File: src/gbacc_pkg.sv
// Shared types, constants and GF(2^128) helpers for the GHASH block accumulator.
`timescale 1ns / 1ps

package gbacc_pkg;

  // Default digit width of the serial multiplier.
  localparam int DIGIT_BITS_DEF = 4;

  // Field widths.
  localparam int BLK_W     = 128;
  localparam int HALF_W    = 64;
  localparam int CFG_IDX_W = 8;

  // Configuration register indexes.
  localparam logic [CFG_IDX_W-1:0] REG_KEY_HI = CFG_IDX_W'(0);
  localparam logic [CFG_IDX_W-1:0] REG_KEY_LO = CFG_IDX_W'(1);

  // Reduction term for x^128 + x^7 + x^2 + x + 1 in the bit-reflected convention.
  localparam logic [BLK_W-1:0] REDUCE_POLY = {8'hE1, 120'h0};

  // Control states of the top level.
  typedef enum logic [1:0] {
    ST_BUILD,
    ST_IDLE,
    ST_MULT,
    ST_HOLD
  } state_t;

  // Status returned by the digit-serial multiplier.
  typedef struct packed {
    logic busy;
    logic done;
  } mul_stat_t;

  // Multiply by x: shift towards higher coefficients and fold the bit that falls off.
  function automatic logic [BLK_W-1:0] times_x(input logic [BLK_W-1:0] v);
    logic [BLK_W-1:0] r;
    r = v >> 1;
    if (v[0]) begin
      r = r ^ REDUCE_POLY;
    end
    return r;
  endfunction

endpackage

File: src/gbacc_digit_mul.sv
// Digit-serial GF(2^128) multiplier: one digit of the operand per cycle, highest digit first.
`timescale 1ns / 1ps

module gbacc_digit_mul #(
  parameter int DIGIT_BITS = gbacc_pkg::DIGIT_BITS_DEF
) (
  input  logic                                        clk,
  input  logic                                        rst_n,
  input  logic                                        start,
  input  logic [gbacc_pkg::BLK_W-1:0]                 x_in,
  input  logic [DIGIT_BITS-1:0][gbacc_pkg::BLK_W-1:0] pw,
  output gbacc_pkg::mul_stat_t                        stat,
  output logic [gbacc_pkg::BLK_W-1:0]                 product
);

  localparam int NDIG  = (gbacc_pkg::BLK_W + DIGIT_BITS - 1) / DIGIT_BITS;
  localparam int SR_W  = NDIG * DIGIT_BITS;
  localparam int PAD   = SR_W - gbacc_pkg::BLK_W;
  localparam int CNT_W = (NDIG > 1) ? $clog2(NDIG) : 1;

  logic [SR_W-1:0]                 sr_r;
  logic [gbacc_pkg::BLK_W-1:0]     z_r;
  logic [CNT_W-1:0]                cnt_r;
  logic                            busy_r;
  logic                            done_r;
  logic [gbacc_pkg::BLK_W-1:0]     z_shift;
  logic [gbacc_pkg::BLK_W-1:0]     z_nxt;

  // Horner step: scale the partial product by x^DIGIT_BITS, then add the digit multiple.
  // The digit sits at the low end of the shift register, its lowest coefficient highest.
  always_comb begin
    z_shift = z_r;
    for (int s = 0; s < DIGIT_BITS; s++) begin
      z_shift = gbacc_pkg::times_x(z_shift);
    end
    z_nxt = z_shift;
    for (int j = 0; j < DIGIT_BITS; j++) begin
      if (sr_r[DIGIT_BITS-1-j]) begin
        z_nxt = z_nxt ^ pw[j];
      end
    end
  end

  // Control: busy while the digits are consumed, then a one-cycle done pulse.
  always_ff @(posedge clk) begin
    if (!rst_n) begin
      busy_r <= 1'b0;
      done_r <= 1'b0;
      cnt_r  <= '0;
    end else begin
      done_r <= 1'b0;
      if (start) begin
        busy_r <= 1'b1;
        cnt_r  <= CNT_W'(NDIG - 1);
      end else if (busy_r) begin
        cnt_r <= cnt_r - CNT_W'(1);
        if (cnt_r == '0) begin
          busy_r <= 1'b0;
          done_r <= 1'b1;
        end
      end
    end
  end

  // Datapath: the operand is padded at the low end so a partial top digit reads as zero.
  always_ff @(posedge clk) begin
    if (start) begin
      sr_r <= SR_W'(x_in) << PAD;
      z_r  <= '0;
    end else if (busy_r) begin
      sr_r <= sr_r >> DIGIT_BITS;
      z_r  <= z_nxt;
    end
  end

  assign stat.busy = busy_r;
  assign stat.done = done_r;
  assign product   = z_r;

endmodule

File: src/ghash_block_accumulator_top.sv
// Top level of the GHASH block accumulator: key registers, table build, accumulator and handshakes.
`timescale 1ns / 1ps

// The block keeps the GHASH accumulator Y and computes Y = (Y xor X) * H for each 128-bit block
// X, returning the new Y. H is written through the configuration port as two 64-bit halves;
// after reset and after every key write the block builds the powers H*x^i that the
// multiplier uses, and takes no block during that time. Setting in_restart clears Y before
// the block is absorbed. The digit-serial multiplier consumes one digit of the block per
// cycle. A result waits in the output register while the next block is already taken in.
module ghash_block_accumulator_top #(
  parameter int DIGIT_BITS = gbacc_pkg::DIGIT_BITS_DEF
) (
  input  logic                              clk,
  input  logic                              rst_n,
  // Configuration write channel
  input  logic                              cfg_valid,
  output logic                              cfg_ready,
  input  logic [gbacc_pkg::CFG_IDX_W-1:0]   cfg_index,
  input  logic [gbacc_pkg::HALF_W-1:0]      cfg_data,
  // Block input channel
  input  logic                              in_valid,
  output logic                              in_ready,
  input  logic [gbacc_pkg::HALF_W-1:0]      in_block_hi,
  input  logic [gbacc_pkg::HALF_W-1:0]      in_block_lo,
  input  logic                              in_restart,
  // Hash output channel
  output logic                              out_valid,
  input  logic                              out_ready,
  output logic [gbacc_pkg::HALF_W-1:0]      out_hash_hi,
  output logic [gbacc_pkg::HALF_W-1:0]      out_hash_lo
);

  localparam int BLD_W = (DIGIT_BITS > 1) ? $clog2(DIGIT_BITS) : 1;

  gbacc_pkg::state_t                         state_r;
  gbacc_pkg::state_t                         state_nxt;
  logic [gbacc_pkg::HALF_W-1:0]              key_hi_r;
  logic [gbacc_pkg::HALF_W-1:0]              key_lo_r;
  logic [gbacc_pkg::HALF_W-1:0]              key_hi_nxt;
  logic [gbacc_pkg::HALF_W-1:0]              key_lo_nxt;
  logic [gbacc_pkg::BLK_W-1:0]               cur_r;
  logic [BLD_W-1:0]                          bld_cnt_r;
  logic [DIGIT_BITS-1:0][gbacc_pkg::BLK_W-1:0] pw_r;
  logic [gbacc_pkg::BLK_W-1:0]               acc_r;
  logic                                      out_valid_r;
  logic [gbacc_pkg::BLK_W-1:0]               out_hash_r;
  logic                                      cfg_xfer;
  logic                                      in_xfer;
  logic                                      out_free;
  logic                                      load_out_prod;
  logic                                      load_out_acc;
  logic                                      bld_last;
  logic [gbacc_pkg::BLK_W-1:0]               x_in;
  logic [gbacc_pkg::BLK_W-1:0]               product;
  gbacc_pkg::mul_stat_t                      mul_stat;

  assign cfg_xfer = cfg_valid && cfg_ready;
  assign in_xfer  = in_valid && in_ready;
  assign out_free = !out_valid_r || out_ready;
  assign bld_last = (bld_cnt_r == BLD_W'(DIGIT_BITS - 1));

  // Operand for the multiplier: the block absorbed into the (possibly cleared) accumulator.
  assign x_in = {in_block_hi, in_block_lo} ^ (in_restart ? '0 : acc_r);

  // Register decode for configuration writes; unknown indexes leave the key alone.
  always_comb begin
    key_hi_nxt = key_hi_r;
    key_lo_nxt = key_lo_r;
    unique case (cfg_index)
      gbacc_pkg::REG_KEY_HI: key_hi_nxt = cfg_data;
      gbacc_pkg::REG_KEY_LO: key_lo_nxt = cfg_data;
      default: begin
        key_hi_nxt = key_hi_r;
        key_lo_nxt = key_lo_r;
      end
    endcase
  end

  // Control state machine: next state and handshake outputs.
  always_comb begin
    state_nxt     = state_r;
    cfg_ready     = 1'b0;
    in_ready      = 1'b0;
    load_out_prod = 1'b0;
    load_out_acc  = 1'b0;
    unique case (state_r)
      gbacc_pkg::ST_BUILD: begin
        cfg_ready = 1'b1;
        if (bld_last) begin
          state_nxt = gbacc_pkg::ST_IDLE;
        end
      end
      gbacc_pkg::ST_IDLE: begin
        cfg_ready = 1'b1;
        in_ready  = !cfg_valid && !mul_stat.busy;
        if (in_xfer) begin
          state_nxt = gbacc_pkg::ST_MULT;
        end
      end
      gbacc_pkg::ST_MULT: begin
        if (mul_stat.done) begin
          if (out_free) begin
            load_out_prod = 1'b1;
            state_nxt     = gbacc_pkg::ST_IDLE;
          end else begin
            state_nxt = gbacc_pkg::ST_HOLD;
          end
        end
      end
      gbacc_pkg::ST_HOLD: begin
        if (out_free) begin
          load_out_acc = 1'b1;
          state_nxt    = gbacc_pkg::ST_IDLE;
        end
      end
      default: state_nxt = gbacc_pkg::ST_BUILD;
    endcase
    // A key write restarts the table build from the new key.
    if (cfg_xfer) begin
      state_nxt = gbacc_pkg::ST_BUILD;
    end
  end

  // Control registers.
  always_ff @(posedge clk) begin
    if (!rst_n) begin
      state_r     <= gbacc_pkg::ST_BUILD;
      key_hi_r    <= '0;
      key_lo_r    <= '0;
      cur_r       <= '0;
      bld_cnt_r   <= '0;
      acc_r       <= '0;
      out_valid_r <= 1'b0;
    end else begin
      state_r <= state_nxt;
      // Table build: step the key by x once per cycle and store each power.
      if (cfg_xfer) begin
        key_hi_r  <= key_hi_nxt;
        key_lo_r  <= key_lo_nxt;
        cur_r     <= {key_hi_nxt, key_lo_nxt};
        bld_cnt_r <= '0;
      end else if (state_r == gbacc_pkg::ST_BUILD) begin
        cur_r     <= gbacc_pkg::times_x(cur_r);
        bld_cnt_r <= bld_last ? '0 : bld_cnt_r + BLD_W'(1);
      end
      // The accumulator follows every finished multiply.
      if (state_r == gbacc_pkg::ST_MULT && mul_stat.done) begin
        acc_r <= product;
      end
      // Output register valid flag.
      if (load_out_prod || load_out_acc) begin
        out_valid_r <= 1'b1;
      end else if (out_ready) begin
        out_valid_r <= 1'b0;
      end
    end
  end

  // Powers of the key and output payload.
  always_ff @(posedge clk) begin
    if (state_r == gbacc_pkg::ST_BUILD && !cfg_xfer) begin
      pw_r[bld_cnt_r] <= cur_r;
    end
    if (load_out_prod) begin
      out_hash_r <= product;
    end else if (load_out_acc) begin
      out_hash_r <= acc_r;
    end
  end

  // Digit-serial multiplier.
  gbacc_digit_mul #(
    .DIGIT_BITS (DIGIT_BITS)
  ) u_mul (
    .clk     (clk),
    .rst_n   (rst_n),
    .start   (in_xfer),
    .x_in    (x_in),
    .pw      (pw_r),
    .stat    (mul_stat),
    .product (product)
  );

  assign out_valid   = out_valid_r;
  assign out_hash_hi = out_hash_r[gbacc_pkg::BLK_W-1:gbacc_pkg::HALF_W];
  assign out_hash_lo = out_hash_r[gbacc_pkg::HALF_W-1:0];

endmodule
File: config.mk
export PLATFORM = sky130hd
export DESIGN_NAME = ghash_block_accumulator_top
export DESIGN_NICKNAME = d
export VERILOG_FILES = /design/src/gbacc_pkg.sv /design/src/gbacc_digit_mul.sv /design/src/ghash_block_accumulator_top.sv
export SDC_FILE = /design/constraint.sdc
export NUM_CORES = 2
export LEC_CHECK = 0
export BUFFER_PORTS_ARGS = -buffer_cell sky130_fd_sc_hd__buf_2
export CAP_MARGIN = 30
export CORE_ASPECT_RATIO = 1.2
export CORE_MARGIN = 3
export CORE_UTILIZATION = 45
export CTS_CLUSTER_DIAMETER = 30
export CTS_CLUSTER_SIZE = 25
export DETAILED_ROUTE_END_ITERATION = 8
export MAX_ROUTING_LAYER = met4
export PLACE_DENSITY = 0.59
export SYNTH_ARGS = -nofsm -noshare
export SYNTH_HDL_FRONTEND = slang
export SYNTH_HIERARCHICAL = 1
export SYNTH_SLANG_ARGS = --single-unit
File: constraint.sdc
create_clock -name clk -period 9.06 [get_ports clk]
set_clock_uncertainty 0.05 [all_clocks]
set_input_delay 0.453 -clock clk [delete_from_list [all_inputs] [get_ports clk]]
set_output_delay 0.453 -clock clk [all_outputs]
set_load 0.01 [all_outputs]
[Yosys cells after proc, flatten, opt, wreduce, memory -nomap -nowiden]
Index checks and enable logic that the tools add are counted.
Word-level totals
  memory bits (read-only): 0
  RAM bits: 0
  memories kept: 0
  latch bits: 0
  register bits after elaboration: 1292
  logic and storage cells: 107
  output and inout bits: 131
Operators by class
  add/sub/neg operators: 2
  mux-type cells: 42
  multiply operators: 0
  bitwise gates (word level): 12
  equality and inequality tests: 9
  shift operators: 0
  div/mod/pow operators: 0
  order comparisons: 2
  reduce and logical (&&, ||, !) cells: 23
Operators by type and width (count)
  $mux W128: 17
  $xor A128 B128 Y128: 5
  $bwmux W512: 1
  $demux W128 S2: 1
  $mux W64: 2
  $not A3 Y4: 5
  $mux W1: 12
  $mux W2: 6
  $mux W5: 2
  $eq A8 B1 Y1 const B: 1
  $logic_not A8 Y1: 1
  $pmux W2 S4: 1
  $reduce_bool A2 Y1: 4
  $eq A2 B2 Y1 const B: 3
  $logic_and A1 B1 Y1: 6
  $ne A2 B2 Y1 const B: 3
  $logic_not A5 Y1: 1
  $sub A5 B1 Y5 const B: 1
  $logic_not A1 Y1: 4
  $reduce_and A4 Y1: 1
  $reduce_or A2 Y1: 2
  $lt A2 B3 Y1 const B: 1
  $reduce_or A3 Y1: 1
  $add A2 B1 Y2 const B: 1
  other kinds (6): 8

[Longest topological paths before layout]
  depth after elaboration: 16
  gate-level depth with buffers: 10
  depth with buffers taken out: 6

[Modules after synthesis]
Netlist, hierarchy kept.
Modules (own cells, without submodules)
  ghash_block_accumulator_top: area an instance 38458.1 um2, sequential area each 27005.9 um2, cells each 2957, times used 1
  gbacc_digit_mul: area an instance 17590.6 um2, sequential area each 6546.3 um2, cells each 1686, times used 1

[Worst setup path after synthesis]
No wires, ideal clock.
  kind: reg2reg
  start: register state_r[0]
  end: register out_hash_r[0] in the netlist's numbering, enable pin
  buffers on the path: 2
  slack: 1.878 ns
  stages on the path, launching flop included: 8
  data arrival time: 6.516 ns
  cell sequence: dfxtp_1 inv_1 ha_1 and2_1 clkbuf_1 clkbuf_1 nor2_1 nor2_1
Between the ends
  longest elaborated chain between the ends: 3
  elaborated cells on any way between the ends: 5
Ends and longest elaborated chain
  from (decl): RTL line ghash_block_accumulator_top.sv:35  | gbacc_pkg::state_t state_r;
  from (signal assigned): RTL line ghash_block_accumulator_top.sv:127  | state_r <= gbacc_pkg::ST_BUILD;
  from (signal assigned): RTL line ghash_block_accumulator_top.sv:135  | state_r <= state_nxt;
  $eq A2 B2 Y1: RTL line ghash_block_accumulator_top.sv:86  | unique case (state_r)
  $mux W1: RTL line ghash_block_accumulator_top.sv:86
  $reduce_bool A2 Y1 (no line) (*)
  to (signal assigned): RTL line ghash_block_accumulator_top.sv:165  | out_hash_r <= product;
  to (signal assigned): RTL line ghash_block_accumulator_top.sv:167  | out_hash_r <= acc_r;
  to (decl): RTL line ghash_block_accumulator_top.sv:46  | logic [gbacc_pkg::BLK_W-1:0] out_hash_r;
Every way passes the cells marked *; elsewhere a longest branch is shown, timed or not.
A chain may end at the register's enable or synchronous reset.

[Final worst setup path]
  start: register state_r[1]
  end: register u_mul.sr_r[24] (data pin)
Between the ends
  longest elaborated chain between the ends: 4
Ends and longest elaborated chain
  $eq A2 B1 Y1: RTL line ghash_block_accumulator_top.sv:86
  $mux W1: RTL line ghash_block_accumulator_top.sv:86
  $logic_and A1 B1 Y1: RTL line ghash_block_accumulator_top.sv:58  | assign in_xfer = in_valid && in_ready;
  net in_xfer: RTL line ghash_block_accumulator_top.sv:48  | logic in_xfer;
  $mux W128: RTL line gbacc_digit_mul.sv:67  | if (start) begin
  to (signal assigned): RTL line gbacc_digit_mul.sv:68  | sr_r <= SR_W'(x_in) << PAD;
  to (signal assigned): RTL line gbacc_digit_mul.sv:71  | sr_r <= sr_r >> DIGIT_BITS;
  to (decl): RTL line gbacc_digit_mul.sv:21  | logic [SR_W-1:0] sr_r;
The timed path passes the listed nets, and every way through them passes these cells.

==> flow_metrics.env <==
export IMPL_run_status="completed"
export IMPL_syn_nets=4860
export IMPL_clkLatencyLatePin_ps=860
export IMPL_finalSetupViolCount=0
export IMPL_post_layout_minimum_cycle_time_ps=3760
export IMPL_timing_critical_path_buf_inv=3
export IMPL_track_usage_pct=23.7
export IMPL_ys_dominant_reg_cell="edfxtp_1"
export IMPL_synth_yosys_warnings=6
export IMPL_power_ir_vdd_worst_mv=0.165
export IMPL_max_cap_violations=0
export IMPL_async_reset_ff_share_pct=0
export IMPL_cts_setup_buffers=0
export IMPL_portion_of_the_post_synthesis_area_used_by_sequential_elements_pct=59.9
export IMPL_met2_usage_pct=37.9
export IMPL_cts_resized_gates=0
export IMPL_mappedNetlistArea_mm2=0.0560
export IMPL_grt_remaining_overflow=0
export IMPL_cp_top_family="buffers and inverters"
export IMPL_critPathSlowestCell="buf_4"
export IMPL_detail_route_antenna_nets=0
export IMPL_first_global_vias=36700
export IMPL_buffer_ports_inserted=336
export IMPL_layout_cells_most_common="nand2_1"
export IMPL_area_growth_synth_to_final_pct=24.4
export IMPL_cp_max_fo=59
export IMPL_path_cells="inv_1 -> ha_1 -> nor3b_1 -> and2_4 -> buf_4 -> buf_4 -> mux2_2"
export IMPL_max_slew_margin_pct=25.5
export IMPL_startpoint_type_of_the_worst_setup_path="register"
export IMPL_global_route_usage_met3_pct=4.31
export IMPL_die_area_mm2=0.129
export IMPL_totalNegativeSetupSlack_ps=0
export IMPL_power_per_cell_area_mw_per_mm2=249
export IMPL_layout_cells_most_common_list="1276 x nand2_1, 768 x edfxtp_1, 523 x dfxtp_1"
export IMPL_worstPathArrival_ps=4310
export IMPL_h_tree_depth=5
export IMPL_tritoncts_sinks=1292
export IMPL_post_drt_wl_per_cell_um=21.3
export IMPL_top_level_ports=337
export IMPL_path_type_of_the_worst_min_delay_path="in2reg"
export IMPL_synth_cells=4643
export IMPL_final_max_slew_violation_count=0
export IMPL_drt_iter0_drc=2677
export IMPL_synth_cell_types=45
export IMPL_grt_busiest_layer="met2"
export IMPL_final_design_area_no_fill_mm2=0.0697
export IMPL_initial_core_utilization_pct=45.5
export IMPL_place_area_mm2=0.0589
export IMPL_worst_path_most_repeated_cell="buf_4"
export IMPL_worst_ep_required_time_ps=9610
export IMPL_grt_first_pass_wirelength_um=226000
export IMPL_clock_tree_root_cell="clkbuf_16"
export IMPL_finalHoldViolCount=0
export IMPL_detail_route_first_pass_iterations=8
export IMPL_max_clock_path_buffers=4
export IMPL_synthesis_area_per_instance_um2=12.1
export IMPL_route_detailed_drc=0
export IMPL_layout_worst_path_cycle_share_pct=41.5
export IMPL_critPathKind="reg2reg"
export IMPL_unrepaired_setup_endpoints_after_global_routing="no"
export IMPL_critical_path_max_stage_delay_ps=760
export IMPL_fp_coreArea_mm2=0.123
export IMPL_fin_total_pwr_w=0.0173
export IMPL_synth_edff_count=768
export IMPL_p_leak_nw=25.7
export IMPL_cts_buffers_inserted=274
export IMPL_cts_hold_fix_buffers=174
export IMPL_drive_above_1_share_pct=20.5
export IMPL_antenna_found_initial=17
export IMPL_globalRouteMet1Util_pct=31.0
export IMPL_grt_start_max_net_pins=186
export IMPL_avgViaCountPerCell=5.18
export IMPL_dr_total_vias=36500
export IMPL_max_freq_mhz=266
export IMPL_worstMarginPinSlew_ps=1120
export IMPL_end_kind="register"
export IMPL_cts_tree="done"
export IMPL_nets=5395
export IMPL_core_rows=141
export IMPL_ffs_latches_synth=1292
export IMPL_floorplan_die_width_um=328
export IMPL_gp_congestion=0.782
export IMPL_cts_reportedPaths_clkPinSlew_ps=50
export IMPL_route_final_wire_length_um=150000
export IMPL_fp_dieH_um=393
export IMPL_place_detailed_hpwl_um=89200
[report_power, final]
| part | internal, W | total (W) | switching [W] | leakage (nW) |
|---|---|---|---|---|
| clock | 0.00657 | 0.00967 | 0.00310 | 4.39 |
| combinational | 0.000460 | 0.000877 | 0.000417 | 9.84 |
| sequential | 0.00646 | 0.00680 | 0.000340 | 11.4 |
| total | 0.0135 | 0.0173 | 0.00385 | 25.7 |
[per-layer routing]
metal | vias up | part of all wire, %
met5 | - | 0
met4 | 0 | 2.3
met3 | 252 | 5.7
met2 | 1094 | 48
met1 | 17800 | 44
li1 | 17300 | -
[cell families (layout without fill, tap and decap cells)]
group	after synthesis	in the layout	share of synthesized area, %
AOI/OAI and AO/OA	536	536	7.19
xor gates and xnor gates	535	535	11.4
adders and majority gates	11	11	0.246
buffers and inverters	308	1043	2.65
DFF	1292	1292	59.9
muxes	375	375	7.26
other	0	20	0
and+or+nand+nor	1586	1586	11.4
[final timing paths]
check               start             end  slack [ps]  cells past startpoint
max            state_r[1]  u_mul/sr_r[24]        5300                      7
min reg2reg  key_hi_r[45]    key_hi_r[45]         400                      2
max reg2reg    state_r[1]  u_mul/sr_r[24]        5300                      7
min          cfg_index[4]    key_hi_r[12]          50                      5
[per-stage QoR]
| stage | setup slack, ps | hold WS [ps] | utilization [%] | instances |
|---|---|---|---|---|
| final | 5300 | 54.8 | 56.5 | 7042 |
| after global routing | 5090 | 26.2 | 56.5 | 7036 |
| after CTS | 5270 | 0.929 | 56.5 | 7021 |
| after detailed placement | 5290 | 392 | 47.7 | 6371 |
| after global placement | 5290 | 387 | 47.7 | 6369 |
| after floorplan | 1880 | 381 | - | 4643 |
[registers in the layout, indices dropped and copies added (netlist names)]
register / flops
acc_r: 128
bld_cnt_r: 2
cur_r: 128
key_hi_r: 64
key_lo_r: 64
out_hash_r: 128
out_valid: 1
pw_r: 512
state_r: 2
u_mul/busy_r: 1
u_mul/cnt_r: 5
u_mul/done_r: 1
u_mul/product: 128
u_mul/sr_r: 128
[area by class of cell]
type	count	area (um2)
repair buffers	561	3910
diodes	20	50.0
inverters	6	22.5
multi-input cells	3043	21100
flip-flops and latches	1292	33600
clock inverters	126	1340
fillers	10100	53600
clock buffers	350	7670
well taps	1644	2060
[worst min-delay path: stages]
cell and delay, ps:
buf_2 100, nor4_4 60, nand3_4 130, nand2_1 60
a21boi_1 110
[cell usage after synthesis, types with 2 or more instances]
cell type     n  area (um2)
buf_2        98         490
mux2i_1     123        1230
nor2b_1       4        25.0
nand2_1    1279        4800
and3_1        2        12.5
a211oi_1      6        45.0
ha_1         11         138
clkbuf_1    153         574
a31oi_1     128         801
nand3_1       9        45.0
xor2_1      132        1160
nor2_1      136         510
dfxtp_1     524       10500
o221ai_1    125        1090
buf_1        11        41.3
nand2b_1    131         820
buf_4        24         180
or2_2         2        12.5
mux2_2      252        2840
a21boi_1    128         961
a21boi_0    128         961
a21o_1        2        15.0
inv_1         6        22.5
o21ai_0       3        15.0
xnor2_1     281        2460
a21oi_1       4        20.0
xnor3_1     122        2750
buf_6        15         169
nor3_1        2        10.0
and2_1       12        75.1
o21a_1        9        67.6
edfxtp_1    768       23100
(Power assumes the default switching activity.)
